==> src/sv/walat_pkg.sv <==
// Shared types, codes and constants of the write-ahead log admission table.
package walat_pkg;

    // Fixed field widths of the ports.
    localparam int CNT_W    = 6;
    localparam int CMD_W    = 2;
    localparam int STATUS_W = 3;
    localparam int BLOCK_W  = 32;

    // Defaults of the top-level parameters.
    localparam int DEF_LOG_ENTRIES = 32;
    localparam int DEF_BLOCK_BITS  = 32;

    // Reset value of the per-operation reserve register.
    localparam logic [CNT_W-1:0] RESERVE_RESET = 6'd10;

    // Largest value a count can hold.
    localparam logic [CNT_W-1:0] CNT_MAX = 6'h3F;

    // Command codes.
    localparam logic [CMD_W-1:0] CMD_BEGIN = 2'd0;
    localparam logic [CMD_W-1:0] CMD_WRITE = 2'd1;
    localparam logic [CMD_W-1:0] CMD_END   = 2'd2;

    // Result status codes.
    typedef enum logic [STATUS_W-1:0] {
        STS_ADMITTED  = 3'd0,
        STS_RETRY     = 3'd1,
        STS_APPENDED  = 3'd2,
        STS_ABSORBED  = 3'd3,
        STS_DROPPED   = 3'd4,
        STS_END_OPEN  = 3'd5,
        STS_COMMIT    = 3'd6,
        STS_UNDERFLOW = 3'd7
    } status_t;

    // Sequencer states.
    typedef enum logic [1:0] {
        S_IDLE,
        S_DISPATCH,
        S_SCAN,
        S_COMMIT
    } state_t;

endpackage

==> src/sv/walat_ram.sv <==
// Generic simple dual-port RAM with one write port and a registered read port.
module walat_ram #(
    parameter int WIDTH = 32,
    parameter int DEPTH = 32
) (
    input  logic                     clk,
    input  logic                     wr_en,
    input  logic [$clog2(DEPTH)-1:0] wr_addr,
    input  logic [WIDTH-1:0]         wr_data,
    input  logic                     rd_en,
    input  logic [$clog2(DEPTH)-1:0] rd_addr,
    output logic [WIDTH-1:0]         rd_data
);

    logic [WIDTH-1:0] mem_reg [DEPTH];
    logic [WIDTH-1:0] rd_data_reg;

    // Storage array write and registered read.
    always_ff @(posedge clk)
    begin
        if (wr_en)
        begin
            mem_reg[wr_addr] <= wr_data;
        end
        if (rd_en)
        begin
            rd_data_reg <= mem_reg[rd_addr];
        end
    end

    assign rd_data = rd_data_reg;

endmodule

==> src/sv/write_ahead_log_admission_table_unit.sv <==
// Write-ahead log admission table: begin/write/end sequencer over a block-number RAM.
//
// A command is taken when start is high and busy is low; busy stays high until the
// command is finished. Begin and end without a commit finish in the dispatch state.
// A write scans the N logged block numbers through the single read port of the log
// RAM, one entry per cycle, and finishes early when the block is found. An end that
// commits streams the N logged block numbers out on consecutive cycles. Every result
// is shown for one cycle with result_strobe high, and the receiver cannot stall it;
// the final result of a command has last set. The per-operation reserve is written
// through the cfg port while busy is low.
module write_ahead_log_admission_table_unit #(
    parameter int LOG_ENTRIES = walat_pkg::DEF_LOG_ENTRIES,
    parameter int BLOCK_BITS  = walat_pkg::DEF_BLOCK_BITS
) (
    input  logic                            clk,
    input  logic                            rst_n,
    input  logic                            start,
    output logic                            busy,
    input  logic [walat_pkg::CMD_W-1:0]     cmd,
    input  logic [walat_pkg::BLOCK_W-1:0]   block_number,
    input  logic                            cfg_valid,
    output logic                            cfg_ready,
    input  logic [walat_pkg::CNT_W-1:0]     cfg_data,
    output logic                            result_strobe,
    output logic [walat_pkg::STATUS_W-1:0]  status,
    output logic [walat_pkg::BLOCK_W-1:0]   committed_block,
    output logic [walat_pkg::CNT_W-1:0]     entry_count,
    output logic [walat_pkg::CNT_W-1:0]     open_count,
    output logic                            last
);

    import walat_pkg::*;

    localparam int AW = $clog2(LOG_ENTRIES);
    localparam int NEED_W = 2 * CNT_W + 2;
    localparam logic [CNT_W:0]    LOG_N    = (CNT_W+1)'(LOG_ENTRIES);
    localparam logic [NEED_W-1:0] LOG_NEED = NEED_W'(LOG_ENTRIES);

    // Sequencer and table state.
    state_t                state_reg, state_next;
    logic [CMD_W-1:0]      cmd_reg, cmd_next;
    logic [BLOCK_BITS-1:0] blk_reg, blk_next;
    logic [CNT_W-1:0]      reserve_reg, reserve_next;
    logic [CNT_W-1:0]      entries_reg, entries_next;
    logic [CNT_W-1:0]      open_reg, open_next;
    logic [CNT_W-1:0]      idx_reg, idx_next;
    logic                  rd_pend_reg, rd_pend_next;
    logic                  rd_last_reg, rd_last_next;

    // Result registers.
    logic                  strobe_reg, strobe_next;
    status_t               status_reg, status_next;
    logic [BLOCK_BITS-1:0] blk_out_reg, blk_out_next;
    logic [CNT_W-1:0]      ec_out_reg, ec_out_next;
    logic [CNT_W-1:0]      oc_out_reg, oc_out_next;
    logic                  last_reg, last_next;

    // Log RAM ports.
    logic                  wr_en;
    logic [AW-1:0]         wr_addr;
    logic                  rd_en;
    logic [AW-1:0]         rd_addr;
    logic [BLOCK_BITS-1:0] rd_data;

    // Shared compare and arithmetic terms.
    logic                  accept;
    logic                  issue;
    logic                  hit;
    logic [NEED_W-1:0]     need;
    logic                  begin_ok;
    logic [CNT_W:0]        limit_raw;
    logic [CNT_W:0]        limit;
    logic                  may_append;

    walat_ram #(
        .WIDTH (BLOCK_BITS),
        .DEPTH (LOG_ENTRIES)
    ) u_log_ram (
        .clk     (clk),
        .wr_en   (wr_en),
        .wr_addr (wr_addr),
        .wr_data (blk_reg),
        .rd_en   (rd_en),
        .rd_addr (rd_addr),
        .rd_data (rd_data)
    );

    assign accept = start && (state_reg == S_IDLE);

    // Scan and commit walk the table while the index is below the entry count.
    assign issue = idx_reg < entries_reg;
    assign hit   = rd_pend_reg && (rd_data == blk_reg);

    // Admission check: entries plus a reserve for every open operation and the new one.
    assign need = NEED_W'(entries_reg)
                + NEED_W'((NEED_W'(open_reg) + NEED_W'(1)) * NEED_W'(reserve_reg));
    assign begin_ok = (open_reg != CNT_MAX) && (need <= LOG_NEED);

    // Append limit is the log size minus the reserve, floored at zero and capped.
    assign limit_raw = ((CNT_W+1)'(reserve_reg) >= LOG_N) ? '0
                     : LOG_N - (CNT_W+1)'(reserve_reg);
    assign limit = (limit_raw > (CNT_W+1)'(CNT_MAX)) ? (CNT_W+1)'(CNT_MAX) : limit_raw;
    assign may_append = (CNT_W+1)'(entries_reg) < limit;

    // Next-state logic.
    always_comb
    begin
        state_next = state_reg;
        case (state_reg)
            S_IDLE:
            begin
                if (accept)
                begin
                    state_next = S_DISPATCH;
                end
            end
            S_DISPATCH:
            begin
                if (cmd_reg == CMD_WRITE)
                begin
                    state_next = S_SCAN;
                end
                else if ((cmd_reg == CMD_END) && (open_reg == CNT_W'(1))
                         && (entries_reg != '0))
                begin
                    state_next = S_COMMIT;
                end
                else
                begin
                    state_next = S_IDLE;
                end
            end
            S_SCAN:
            begin
                if (hit || !issue)
                begin
                    state_next = S_IDLE;
                end
            end
            S_COMMIT:
            begin
                if (!issue && !rd_pend_reg)
                begin
                    state_next = S_IDLE;
                end
            end
            default:
            begin
                state_next = S_IDLE;
            end
        endcase
    end

    // Datapath and result logic.
    always_comb
    begin
        cmd_next     = cmd_reg;
        blk_next     = blk_reg;
        reserve_next = reserve_reg;
        entries_next = entries_reg;
        open_next    = open_reg;
        idx_next     = idx_reg;
        rd_pend_next = 1'b0;
        rd_last_next = rd_last_reg;
        strobe_next  = 1'b0;
        status_next  = status_reg;
        blk_out_next = blk_out_reg;
        ec_out_next  = ec_out_reg;
        oc_out_next  = oc_out_reg;
        last_next    = last_reg;
        wr_en        = 1'b0;
        wr_addr      = entries_reg[AW-1:0];
        rd_en        = 1'b0;
        rd_addr      = idx_reg[AW-1:0];

        case (state_reg)
            S_IDLE:
            begin
                if (cfg_valid)
                begin
                    reserve_next = cfg_data;
                end
                if (accept)
                begin
                    cmd_next = cmd;
                    blk_next = block_number[BLOCK_BITS-1:0];
                    idx_next = '0;
                end
            end
            S_DISPATCH:
            begin
                case (cmd_reg)
                    CMD_BEGIN:
                    begin
                        strobe_next  = 1'b1;
                        blk_out_next = '0;
                        ec_out_next  = entries_reg;
                        last_next    = 1'b1;
                        if (begin_ok)
                        begin
                            open_next   = open_reg + CNT_W'(1);
                            status_next = STS_ADMITTED;
                            oc_out_next = open_reg + CNT_W'(1);
                        end
                        else
                        begin
                            status_next = STS_RETRY;
                            oc_out_next = open_reg;
                        end
                    end
                    CMD_END:
                    begin
                        blk_out_next = '0;
                        last_next    = 1'b1;
                        if (open_reg == '0)
                        begin
                            strobe_next = 1'b1;
                            status_next = STS_UNDERFLOW;
                            ec_out_next = entries_reg;
                            oc_out_next = '0;
                        end
                        else if (open_reg != CNT_W'(1))
                        begin
                            strobe_next = 1'b1;
                            open_next   = open_reg - CNT_W'(1);
                            status_next = STS_END_OPEN;
                            ec_out_next = entries_reg;
                            oc_out_next = open_reg - CNT_W'(1);
                        end
                        else
                        begin
                            open_next = '0;
                            if (entries_reg == '0)
                            begin
                                strobe_next = 1'b1;
                                status_next = STS_UNDERFLOW;
                                ec_out_next = '0;
                                oc_out_next = '0;
                            end
                        end
                    end
                    default:
                    begin
                        // Write starts its scan in the next state; other codes do nothing.
                    end
                endcase
            end
            S_SCAN:
            begin
                blk_out_next = blk_reg;
                oc_out_next  = open_reg;
                last_next    = 1'b1;
                if (hit)
                begin
                    strobe_next = 1'b1;
                    status_next = STS_ABSORBED;
                    ec_out_next = entries_reg;
                end
                else if (issue)
                begin
                    rd_en        = 1'b1;
                    idx_next     = idx_reg + CNT_W'(1);
                    rd_pend_next = 1'b1;
                end
                else if (may_append)
                begin
                    wr_en        = 1'b1;
                    entries_next = entries_reg + CNT_W'(1);
                    strobe_next  = 1'b1;
                    status_next  = STS_APPENDED;
                    ec_out_next  = entries_reg + CNT_W'(1);
                end
                else
                begin
                    strobe_next = 1'b1;
                    status_next = STS_DROPPED;
                    ec_out_next = entries_reg;
                end
            end
            S_COMMIT:
            begin
                // Present the entry read in the previous cycle.
                if (rd_pend_reg)
                begin
                    strobe_next  = 1'b1;
                    status_next  = STS_COMMIT;
                    blk_out_next = rd_data;
                    ec_out_next  = '0;
                    oc_out_next  = '0;
                    last_next    = rd_last_reg;
                end
                if (issue)
                begin
                    rd_en        = 1'b1;
                    idx_next     = idx_reg + CNT_W'(1);
                    rd_pend_next = 1'b1;
                    rd_last_next = (idx_reg + CNT_W'(1)) == entries_reg;
                end
                else if (!rd_pend_reg)
                begin
                    entries_next = '0;
                end
            end
            default:
            begin
            end
        endcase
    end

    // Control registers.
    always_ff @(posedge clk or negedge rst_n)
    begin
        if (!rst_n)
        begin
            state_reg   <= S_IDLE;
            reserve_reg <= RESERVE_RESET;
            entries_reg <= '0;
            open_reg    <= '0;
            rd_pend_reg <= 1'b0;
            strobe_reg  <= 1'b0;
        end
        else
        begin
            state_reg   <= state_next;
            reserve_reg <= reserve_next;
            entries_reg <= entries_next;
            open_reg    <= open_next;
            rd_pend_reg <= rd_pend_next;
            strobe_reg  <= strobe_next;
        end
    end

    // Payload registers.
    always_ff @(posedge clk)
    begin
        cmd_reg     <= cmd_next;
        blk_reg     <= blk_next;
        idx_reg     <= idx_next;
        rd_last_reg <= rd_last_next;
        status_reg  <= status_next;
        blk_out_reg <= blk_out_next;
        ec_out_reg  <= ec_out_next;
        oc_out_reg  <= oc_out_next;
        last_reg    <= last_next;
    end

    // Port drive.
    assign busy            = (state_reg != S_IDLE);
    assign cfg_ready       = (state_reg == S_IDLE);
    assign result_strobe   = strobe_reg;
    assign status          = status_reg;
    assign committed_block = BLOCK_W'(blk_out_reg);
    assign entry_count     = ec_out_reg;
    assign open_count      = oc_out_reg;
    assign last            = last_reg;

`ifndef NO_ASSERTIONS
    // A result only follows a cycle in which a command was being worked on.
    a_strobe_from_work: assert property (@(posedge clk) disable iff (!rst_n)
        result_strobe |-> $past(busy))
        else $error("result strobe without a command in progress");

    // A commit run delivers its entries on consecutive cycles.
    a_commit_contiguous: assert property (@(posedge clk) disable iff (!rst_n)
        (result_strobe && !last) |=> result_strobe)
        else $error("gap inside a multi-result run");

    // The entry count never passes the log size.
    a_entries_bound: assert property (@(posedge clk) disable iff (!rst_n)
        (CNT_W+1)'(entries_reg) <= LOG_N)
        else $error("entry count beyond log size");

    // The table walk never runs past the logged entries.
    a_index_bound: assert property (@(posedge clk) disable iff (!rst_n)
        ((state_reg == S_SCAN) || (state_reg == S_COMMIT)) |-> (idx_reg <= entries_reg))
        else $error("scan index beyond entry count");

    // An accepted command makes the block busy.
    a_accept_busy: assert property (@(posedge clk) disable iff (!rst_n)
        (start && !busy) |=> busy)
        else $error("accepted command did not raise busy");
`endif

endmodule
==> config.mk <==
export PLATFORM = sky130hd
export DESIGN_NAME = write_ahead_log_admission_table_unit
export DESIGN_NICKNAME = d
export VERILOG_FILES = /design/src/sv/walat_pkg.sv /design/src/sv/walat_ram.sv /design/src/sv/write_ahead_log_admission_table_unit.sv
export SDC_FILE = /design/constraint.sdc
export NUM_CORES = 1
export LEC_CHECK = 0
export ABC_CLOCK_PERIOD_IN_PS = 5800
export BUFFER_PORTS_ARGS = -buffer_cell sky130_fd_sc_hd__buf_2
export CORE_MARGIN = 5
export CORE_UTILIZATION = 45
export DETAILED_ROUTE_END_ITERATION = 8
export PLACE_DENSITY = 0.73
export SYNTH_ARGS = -nofsm -noshare
export SYNTH_HDL_FRONTEND = slang
export SYNTH_SLANG_ARGS = --single-unit
==> constraint.sdc <==
create_clock -name clk -period 5.8 [get_ports clk]
set_clock_uncertainty 0.1 [all_clocks]
set_input_delay 0.87 -clock clk [delete_from_list [all_inputs] [get_ports clk]]
set_output_delay 0.87 -clock clk [all_outputs]
set_load 0.02 [all_outputs]
=== Word-level counts from Yosys, hierarchy flattened ===
Memory sizes are Yosys's and may differ from the RTL's. A register that Yosys moved wholly into a read port is not among the register bits.
Cells that the tools add are included.

* Bits in registers: 111
* Memory bits (writable): 1024
* Bits of input ports: 44
* Word-level logic and storage cells: 148
* Memories kept: 1

{| class="wikitable"
|+ Memory list
! memory !! words !! width !! read ports !! clocked after memory_dff !! wr ports !! line !! text
|-
| u_log_ram.mem_reg || 32 || 32 || 1 || 1 || 1 || walat_ram.sv:15 || <nowiki>logic [WIDTH-1:0] mem_reg [DEPTH];</nowiki>
|}

* Add/subtract/negate cells: 7
* $mul: 1
* Magnitude comparators: 5
* Eq/ne operators: 23
* Multiplexer cells: 66
* Reduce and logical (&&, ||, !) cells: 30

{| class="wikitable"
|+ Operator list
! operator !! count
|-
| 2-to-1 mux 6 bit || 18
|-
| one-hot mux 32 bit (3 select lines) || 1
|-
| 2-to-1 mux 32 bit || 2
|-
| one-hot mux 6 bit (3 select lines) || 3
|-
| one-hot mux 6 bit (2 select lines) || 4
|-
| equality test 32 bit || 1
|-
| 2-to-1 mux 3 bit || 7
|-
| adder 6 x 1 -> 6 bit, second input constant || 3
|-
| != test 2 bit, second input constant || 9
|-
| 2-to-1 mux 1 bit || 17
|-
| adder 6 x 13 -> 14 bit || 1
|-
| less-or-equal comparator 14 x 6 -> 1 bit, second input constant || 1
|-
| 2-to-1 mux 7 bit || 2
|-
| multiplier 7 x 6 -> 13 bit || 1
|-
| zero test 6 bit || 2
|-
| AND reduction 3 bit || 4
|-
| 2-to-1 mux 2 bit || 5
|-
| AND reduction 5 bit || 2
|-
| one-hot mux 3 bit (3 select lines) || 1
|-
| one-hot mux 2 bit (4 select lines) || 1
|-
| adder 6 x 1 -> 7 bit, second input constant || 1
|-
| > comparator 7 x 6 -> 1 bit, second input constant || 1
|-
| < comparator 6 x 7 -> 1 bit || 1
|-
| subtractor 6 x 6 -> 7 bit, first input constant || 1
|-
| 26 further kinds || 43
|}

=== Logic depth before layout (Yosys ltp) ===
Gate-level depths: netlist of the first run.

* Depth after elaboration: 11
* Depth in mapped cells: 23

=== Cells and area by module ===
A second synthesis of the first run with hierarchy kept.

* Cells, all modules: 2984
* Area, all modules: 48422.7 um^2

{| class="wikitable"
|+ By module, submodules not included
! module !! times used !! cells each !! area an instance (um^2) !! sequential area each (um^2)
|-
| walat_ram || 1 || 2260 || 40812.9 || 31710.4
|-
| write_ahead_log_admission_table_unit || 1 || 724 || 7609.8 || 3225.6
|}

=== Least setup slack after synthesis of the first run ===
OpenSTA, ideal clock, no wires.

* Kind: register to register
* Start point: register open_reg[3]
* End point: register oc_out_reg[4], in the netlist open_count[4], data pin
* Arrival: 5.657 ns
* Slack: -0.219 ns
* Cell stages (with the launch flop): 24
* Period minus slack after synthesis: 6.019 ns
* Cell sequence: dfrtp_1 > buf_1 > nand2_1 > nor2_1 > xnor2_1 > nor2_1 > fa_1 > fa_1 > inv_1 > fa_1 > inv_1 > fa_1 > ha_1 > buf_2 > o21ai_0 > a21oi_1 > a211oi_1 > a31oi_1 > or4_1 > or3_1 > buf_6 > buf_2 > o2111ai_1 > o21ai_1

* Word-level cells in the longest chain between the ends: 8
* Elaborated cells on any way between the ends: 15
* Those cells by class: add/sub: 4; mul: 1; order compare: 1; eq/ne: 2; mux: 5; reduce/logical: 2

{| class="wikitable"
|+ RTL lines
! element !! line !! text
|-
| start, declared || write_ahead_log_admission_table_unit.sv:45 || <nowiki>logic [CNT_W-1:0] open_reg, open_next;</nowiki>
|-
| start signal, assigned || write_ahead_log_admission_table_unit.sv:327 || <nowiki>open_reg <= open_next;</nowiki>
|-
| adder 6 x 1 -> 7 bit || write_ahead_log_admission_table_unit.sv:96 || <nowiki>+ NEED_W'((NEED_W'(open_reg) + NEED_W'(1)) * NEED_W'(reserve_reg));</nowiki>
|-
| multiplier 7 x 6 -> 13 bit || write_ahead_log_admission_table_unit.sv:96 ||
|-
| adder 6 x 13 -> 14 bit || write_ahead_log_admission_table_unit.sv:96 ||
|-
| less-or-equal comparator 14 x 6 -> 1 bit || write_ahead_log_admission_table_unit.sv:97 || <nowiki>assign begin_ok = (open_reg != CNT_MAX) && (need <= LOG_NEED);</nowiki>
|-
| logical AND 1 bit || write_ahead_log_admission_table_unit.sv:97 ||
|-
| 2-to-1 mux 6 bit || -- ||
|-
| one-hot mux 6 bit (2 select lines) * || write_ahead_log_admission_table_unit.sv:192 || <nowiki>case (cmd_reg)</nowiki>
|-
| one-hot mux 6 bit (3 select lines) * || write_ahead_log_admission_table_unit.sv:176 || <nowiki>case (state_reg)</nowiki>
|-
| named net oc_out_next[4] || write_ahead_log_admission_table_unit.sv:55 || <nowiki>logic [CNT_W-1:0] oc_out_reg, oc_out_next;</nowiki>
|-
| end signal, assigned || write_ahead_log_admission_table_unit.sv:343 || <nowiki>oc_out_reg <= oc_out_next;</nowiki>
|-
| end, declared || write_ahead_log_admission_table_unit.sv:55 ||
|}

Mark *: on every way through the listed nets, which the timed path passes. The rest lies on a longest branch.
A chain may end at the register's enable or synchronous reset.

=== Final worst setup path of the first run ===
* Start point: register open_reg[0]
* End point: register open_reg[2]

* Word-level cells in the longest chain between the ends: 7
* Elaborated cells on any way between the ends: 16
* Those cells by class: add/sub: 4; mul: 1; order compare: 1; eq/ne: 3; mux: 4; reduce/logical: 3

{| class="wikitable"
|+ RTL lines
! element !! line !! text
|-
| adder 6 x 1 -> 7 bit || write_ahead_log_admission_table_unit.sv:96 ||
|-
| multiplier 7 x 6 -> 13 bit || write_ahead_log_admission_table_unit.sv:96 ||
|-
| adder 6 x 13 -> 14 bit || write_ahead_log_admission_table_unit.sv:96 ||
|-
| less-or-equal comparator 14 x 6 -> 1 bit || write_ahead_log_admission_table_unit.sv:97 ||
|-
| logical AND 1 bit || write_ahead_log_admission_table_unit.sv:97 ||
|-
| 2-to-1 mux 6 bit || write_ahead_log_admission_table_unit.sv:199 || <nowiki>if (begin_ok)</nowiki>
|-
| one-hot mux 6 bit (2 select lines) || write_ahead_log_admission_table_unit.sv:192 ||
|}

Several ways; a longest one is shown, not always the timed one. The select of a mux whose other input is x is not followed.

==> results of run 1 <==
## what timing repair did
action                                  in CTS  in global routing
pin swaps                                    5                  5
endpoints found under the setup margin      13                 13
resized for setup                           22                 19
setup buffers                                6                  3
cloned                                       0                  2
## how the worst min path moves through the flow
stage / endpoint / slack (ns) / cells past startpoint
after floorplan: last$_SDFFCE_PN1P_ / 0.38 / 1
after global placement: last$_SDFFCE_PN1P_ / 0.38 / 1
after detailed placement: last$_SDFFCE_PN1P_ / 0.42 / 1
after CTS: reserve_reg[5]$_DFFE_PN0P_ / 0.07 / 1
after global routing: reserve_reg[5]$_DFFE_PN0P_ / 0.11 / 1
final: reserve_reg[5]$_DFFE_PN0P_ / 0.10 / 1
## layer usage
| layer | wire (um) | part of all wire | GRT usage | vias up |
|---|---|---|---|---|
| met5 | 23 | 0.00019 | 0 | - |
| met4 | 2890 | 0.024 | 0.0503 | 4 |
| met3 | 11200 | 0.094 | 0.0409 | 196 |
| met2 | 59200 | 0.50 | 0.346 | 1377 |
| met1 | 45200 | 0.38 | 0.290 | 12917 |
| li1 | - | - | - | 9876 |
## cell usage after synthesis, types with 6 or more instances
cell type	instances	share of area
nor3_1	22	0.0023
xnor2_1	18	0.0033
mux4_2	320	0.15
nor2_1	71	0.0056
dfrtp_1	20	0.011
inv_1	64	0.0051
nand4_1	8	0.0011
xor2_1	38	0.0070
mux2i_1	6	0.0013
fa_1	24	0.010
nand2_1	52	0.0041
nor2b_1	11	0.0015
edfxtp_1	1145	0.72
or3_1	8	0.0011
a22o_1	32	0.0059
nand3_1	25	0.0026
nand2b_1	11	0.0015
o21ai_1	8	0.00084
nor4_1	10	0.0013
ha_1	61	0.016
mux2_2	39	0.0093
buf_1	31	0.0025
and2_1	16	0.0021
a21oi_1	26	0.0027
o21ai_0	27	0.0028
clkbuf_1	78	0.0062
## layout make-up
class | count | area, um^2
fillers | 7908 | 50200
inverters | 65 | 244
repair buffers | 238 | 1790
multi-input cells | 921 | 12400
clock inverters | 76 | 763
flip-flops and latches | 1167 | 34900
clock buffers | 140 | 2970
well taps | 1391 | 1740
## power by group
group	internal [mW]	switching, mW	leakage (nW)
Combinational	7.01	7.26	5.32
Clock	4.06	3.26	1.80
Sequential	10.1	0.350	10.6
Total	21.2	10.9	17.7
## logic make-up (layout without fill, tap and decap cells)
family	Yosys count	count (layout)	share of synthesized area
mux	365	365	0.162
fa+ha+maj	85	85	0.0262
compound gates	155	155	0.0232
xor+xnor	56	56	0.0103
buf+inv	179	519	0.0144
flops	1167	1167	0.736
simple gates	260	260	0.0273
## per-stage QoR
stage	cell area [um^2]	total power [mW]	std cells	hold WS [ns]	worst slack, ns
3_3_place_gp	50700	22.5	3771	0.381	-0.178
3_5_place_dp	50700	22.7	3771	0.419	-0.279
6_report	54800	32.1	3998	0.101	-0.0719
2_1_floorplan	47500	19.1	2267	0.377	0.0109
5_1_grt	54800	33.7	3998	0.110	-0.201
4_1_cts	54600	31.3	3993	0.0738	-0.00924
==> metrics, run 1 <==
DRT iter0 DRCs 3294; CP Launch Type register; Final Hold Viols 0; post-route worst setup slack -0.0719 ns; worst r2r path cells 22; post-layout net count 2637; Die Ht 335 um; failing checks setup timing; Seq/Total Area, Yosys 0.736; crit path cell chain ha_4, buf_6, xor2_2, nand2_1, fa_1, inv_1, fa_1, inv_1, fa_1, inv_2, fa_2, ha_4, buf_6, o21ai_4, a21oi_4, a211oi_2, a31oi_1, or4_1, or3_4, buf_12, or4_1, nand3_1; CP Data Arrival Time 6.37 ns; Hold Crit Class in2async; r2r startpoint open_reg[0]$_DFFE_PN0P_; Root Driver clkbuf_16; largest net degree at the start of global routing 159; I/O Buffers 94; CTS tree built; Most used DFF post-synth edfxtp_1; Buf+Inv Stages, Crit Path 6; Post-CTS Hold Buffers 0; CORE AREA 105000 um^2; drt drc 0; total track usage 0.209; Syn Nets 2396; cell area power density 585 nW/um^2; status complete, but fails checks; commonest non-fill, non-tap cell in the layout edfxtp_1; Post-synth EDFFs 1145; Critical-path top delay cell fa_1; total global routing overflow 0; post-route ant nets 0; routed len/inst 29.6 um; CP dominant cell by count fa_1; YS warnings 0; FF-to-FF End open_reg[2]$_DFFE_PN0P_; # IOs 95; die span in x 335 um; clk_lat worst skew 0.73 ns; start point of the critical path open_reg[0]$_DFFE_PN0P_; max FFs per register 1024; clk buf depth 3; Setup crit end open_reg[2]$_DFFE_PN0P_; H-Tree Depth 3; Slew headroom 0.270; crit path kind reg2reg; vias per cell 6.10; Max Freq 170 MHz; Levels on crit path 22; commonest cells after routing, fill and taps aside edfxtp_1 (1145), mux4_2 (320), buf_4 (124); Leakage 17.7 nW; vias in the first global route 24586; Syn Area/Cell 20.9 um^2; Max-Cap Viols 0; Critical Path Sink Type register; antenna fix cells 0; crit-path max FO 5; DR vias 24370; Routed WL 118 mm; worst-margin pin slew 1.10 ns; Period Utilization, post-route 1.01; Slew Viols, Final 0; final worst path period need 5.87 ns; Yosys reg bits 1167; Setup-failing EPs final 3; unrepaired setup endpoints after global routing true; R2R setup slack -0.07 ns; CTS clk-pin slew, worst paths 0.06 ns; clk sinks 1167; slowest cell delay on critical path 0.55 ns; Initial Utilization 0.452; Worst VDD drop 1.38 mV; CTS buffer count 115; synth unique cells 70; routability cong. 0.828; initial antenna violation count 2; die area 112000 um^2; DRT Pass-1 Iters 8; CP required 6.30 ns; ys async rst share 0.0189; first-pass GRT wire length 171 mm; fraction of layout cells with a size suffix above 1 0.326; Rows 119; Top delay family on crit path adder cells; hpwl dp 65.8 mm; Util after Layout 0.522; Area Growth Syn to Fin 15.5%; Setup TNS Final -0.109 ns; Cell Area, Synth 47500 um^2; Post-Syn Instances 2267
Power figures use the tool's default switching activity.
==> inputs of run 2 (changes only) <==
ABC_AREA = 1   (was not set)
==> metrics, run 2 <==
drt drc 0 (unchanged); I/O Buffers 94 (unchanged); r2r startpoint open_reg[3]$_DFFE_PN0P_ (was open_reg[0]$_DFFE_PN0P_); cell area power density 605 nW/um^2 (was 585 nW/um^2); CTS tree built (unchanged); Slew Viols, Final 0 (unchanged); Initial Utilization 0.452 (about the same); die span in x 340 um (was 335 um); filler instances 9052 (was 7908); Setup-failing EPs final 0 (was 3); vias per cell 5.98 (was 6.10); Post-synth top cells edfxtp_1 (1145), nor2_1 (753), o21ai_0 (609), nand2_1 (352), o22ai_1 (327) (was edfxtp_1 (1145), mux4_2 (320), clkbuf_1 (78), nor2_1 (71), inv_1 (64)); Area Growth Syn to Fin 12.3% (was 15.5%); ys async rst share 0.0189 (unchanged); gr busiest metal met2 (unchanged); Leakage 18.9 nW (was 17.7 nW); dominant cell type by area after synthesis edfxtp_1 (unchanged); synth top area cells edfxtp_1 (70%), o21ai_0 (6.2%), nor2_1 (5.8%) (was edfxtp_1 (72%), mux4_2 (15%), ha_1 (1.6%)); CP Launch Type register (unchanged); Hold Crit Class in2async (unchanged); most frequent cell after synthesis edfxtp_1 (unchanged); Post-Syn Instances 4011 (was 2267); Die Ht 340 um (was 335 um); Setup crit end open_count[5]$_DFFE_PP_ (was open_reg[2]$_DFFE_PN0P_); Critical-path top delay cell fa_1 (unchanged); # IOs 95 (unchanged); CTS clk-pin slew, worst paths 0.06 ns (about the same); CP dominant cell by count nand2_1 (was fa_1); routing usage on met3 0.0564 (was 0.0409); DRT iter0 DRCs 4793 (was 3294); slowest cell delay on critical path 0.54 ns (was 0.55 ns); R2R setup slack 0.42 ns (was -0.07 ns); GR Layer Usage met1 0.322 (was 0.290); Max-Cap Viols 0 (unchanged); largest net degree at the start of global routing 230 (was 159); fraction of layout cells with a size suffix above 1 0.103 (was 0.326); FF-to-FF End open_count[5]$_DFFE_PP_ (was open_reg[2]$_DFFE_PN0P_); Post-CTS Hold Buffers 0 (unchanged); unrepaired setup endpoints after global routing false (was true); clk_lat worst skew 0.71 ns (was 0.73 ns); Routed WL 137 mm (was 118 mm); H-Tree Depth 3 (unchanged); worst-margin pin slew 1.15 ns (was 1.10 ns); commonest cells after routing, fill and taps aside edfxtp_1 (1145), nor2_1 (719), o21ai_0 (608) (was edfxtp_1 (1145), mux4_2 (320), buf_4 (124)); DRT Pass-1 Iters 6 (was 8); commonest non-fill, non-tap cell in the layout edfxtp_1 (unchanged); Syn Area/Cell 12.2 um^2 (was 20.9 um^2); initial antenna violation count 3 (was 2); first-pass GRT wire length 201 mm (was 171 mm); Util after Layout 0.507 (was 0.522); clk sinks 1167 (unchanged); worst hold slack 0.0925 ns (was 0.101 ns); Root Driver clkbuf_16 (unchanged); Period Utilization, post-route 0.927 (was 1.01); total global routing overflow 0 (unchanged); Seq/Total Area, Yosys 0.712 (was 0.736); Cell Area, Synth 49000 um^2 (was 47500 um^2); routability cong. 0.946 (was 0.828); met2 Usage GRT 0.347 (was 0.346); Post-synth EDFFs 1145 (unchanged); Multi-input gate area 12700 um^2 (was 12400 um^2); max FFs per register 1024 (unchanged); YS warnings 0 (unchanged); worst r2r path cells 27 (was 22); CTS buffer count 110 (was 115); CORE AREA 109000 um^2 (was 105000 um^2); Final Non-Filler Cells 5586 (was 3998); routed len/inst 24.5 um (was 29.6 um); post-layout net count 4209 (was 2637); start point of the critical path open_reg[3]$_DFFE_PN0P_ (was open_reg[0]$_DFFE_PN0P_); Rows 121 (was 119); Register Area 34900 um^2 (about the same); Critical Path Sink Type register (unchanged); CP required 6.13 ns (was 6.30 ns); CP Data Arrival Time 5.71 ns (was 6.37 ns); crit-path max FO 7 (was 5); Most used DFF post-synth edfxtp_1 (unchanged); CTS-repair resized insts 0 (was 22); die area 116000 um^2 (was 112000 um^2); Slew headroom 0.234 (was 0.270); status finished, final reports clean (was complete, but fails checks); crit path kind reg2reg (unchanged); antenna fix cells 0 (unchanged); share of the synthesized area in the top cell type 0.701 (was 0.724); Final Hold Viols 0 (unchanged); hpwl dp 77.0 mm (was 65.8 mm); Post-CTS Setup Bufs 0 (was 6); dpl cells 5382 (was 3771); cell area after layout 55100 um^2 (was 54800 um^2); Yosys reg bits 1167 (unchanged); Worst VDD drop 1.00 mV (was 1.38 mV); vias in the first global route 31590 (was 24586); Max Freq 186 MHz (was 170 MHz); Setup TNS Final 0 ns (was -0.109 ns); post-route ant nets 0 (unchanged); final worst path period need 5.38 ns (was 5.87 ns); total track usage 0.228 (was 0.209); synth unique cells 54 (was 70); Syn Nets 4140 (was 2396); placed cell area 51600 um^2 (was 50700 um^2); clk buf depth 3 (unchanged); DR vias 33394 (was 24370)
[run 2: power by group]
part	internal [mW]	total [mW]	switching, mW	leakage [nW]
Sequential	10.2	10.5	0.368	10.6
Clock	3.92	7.02	3.10	1.70
Combinational	4.89	15.8	10.9	6.57
[run 2: worst min path at each step]
stage / cells past startpoint / end / slack, ns
2_1_floorplan: 1 / last$_SDFFCE_PN1P_ / 0.38
3_3_place_gp: 1 / last$_SDFFCE_PN1P_ / 0.44
3_5_place_dp: 1 / last$_SDFFCE_PN1P_ / 0.44
4_1_cts: 1 / entries_reg[3]$_DFFE_PN0P_ / 0.07
5_1_grt: 1 / reserve_reg[4]$_DFFE_PN0P_ / 0.10
6_report: 1 / reserve_reg[4]$_DFFE_PN0P_ / 0.09
[run 2: logic make-up after synthesis]
group | after synthesis | synth area share
AO/OA/AOI/OAI | 1061 | 0.119
XOR/XNOR | 27 | 0.00482
adder cells (fa/ha/maj) | 85 | 0.0254
buffers and inverters | 415 | 0.0336
flip-flops | 1167 | 0.712
AND/OR/NAND/NOR | 1256 | 0.105
[run 2: routing by layer]
metal	wire [um]	part of all wire
met5	37	0.00027
met4	5150	0.038
met3	16600	0.12
met2	61000	0.45
met1	53800	0.39
[run 2: metrics by stage]
step | total power, mW | setup slack [ns]
finish | 33.3 | 0.424
global route | 35.7 | 0.00306
CTS | 33.2 | 0.302
detailed placement | 26.3 | 0.298
global placement | 26.1 | 0.340
floorplan | 21.9 | 0.718
[run 2: critical path, delay by kind of cell, from the launching register on]
family                     cells  cell delay [ns]
xor gates and xnor gates       1             0.10
adders and majority gates      5             2.11
buffers and inverters          5             0.36
DFF                            1             0.44
and+or+nand+nor               16             2.00
[run 2: area by class of cell]
cell class | instances | share of cell area
Clock inverter | 75 | 0.0120
Inverter | 177 | 0.0124
Timing Repair Buffer | 195 | 0.0264
Tap cell | 1414 | 0.0321
Clock buffer | 129 | 0.0513
Sequential cell | 1167 | 0.634
Multi-Input combinational cell | 2429 | 0.231
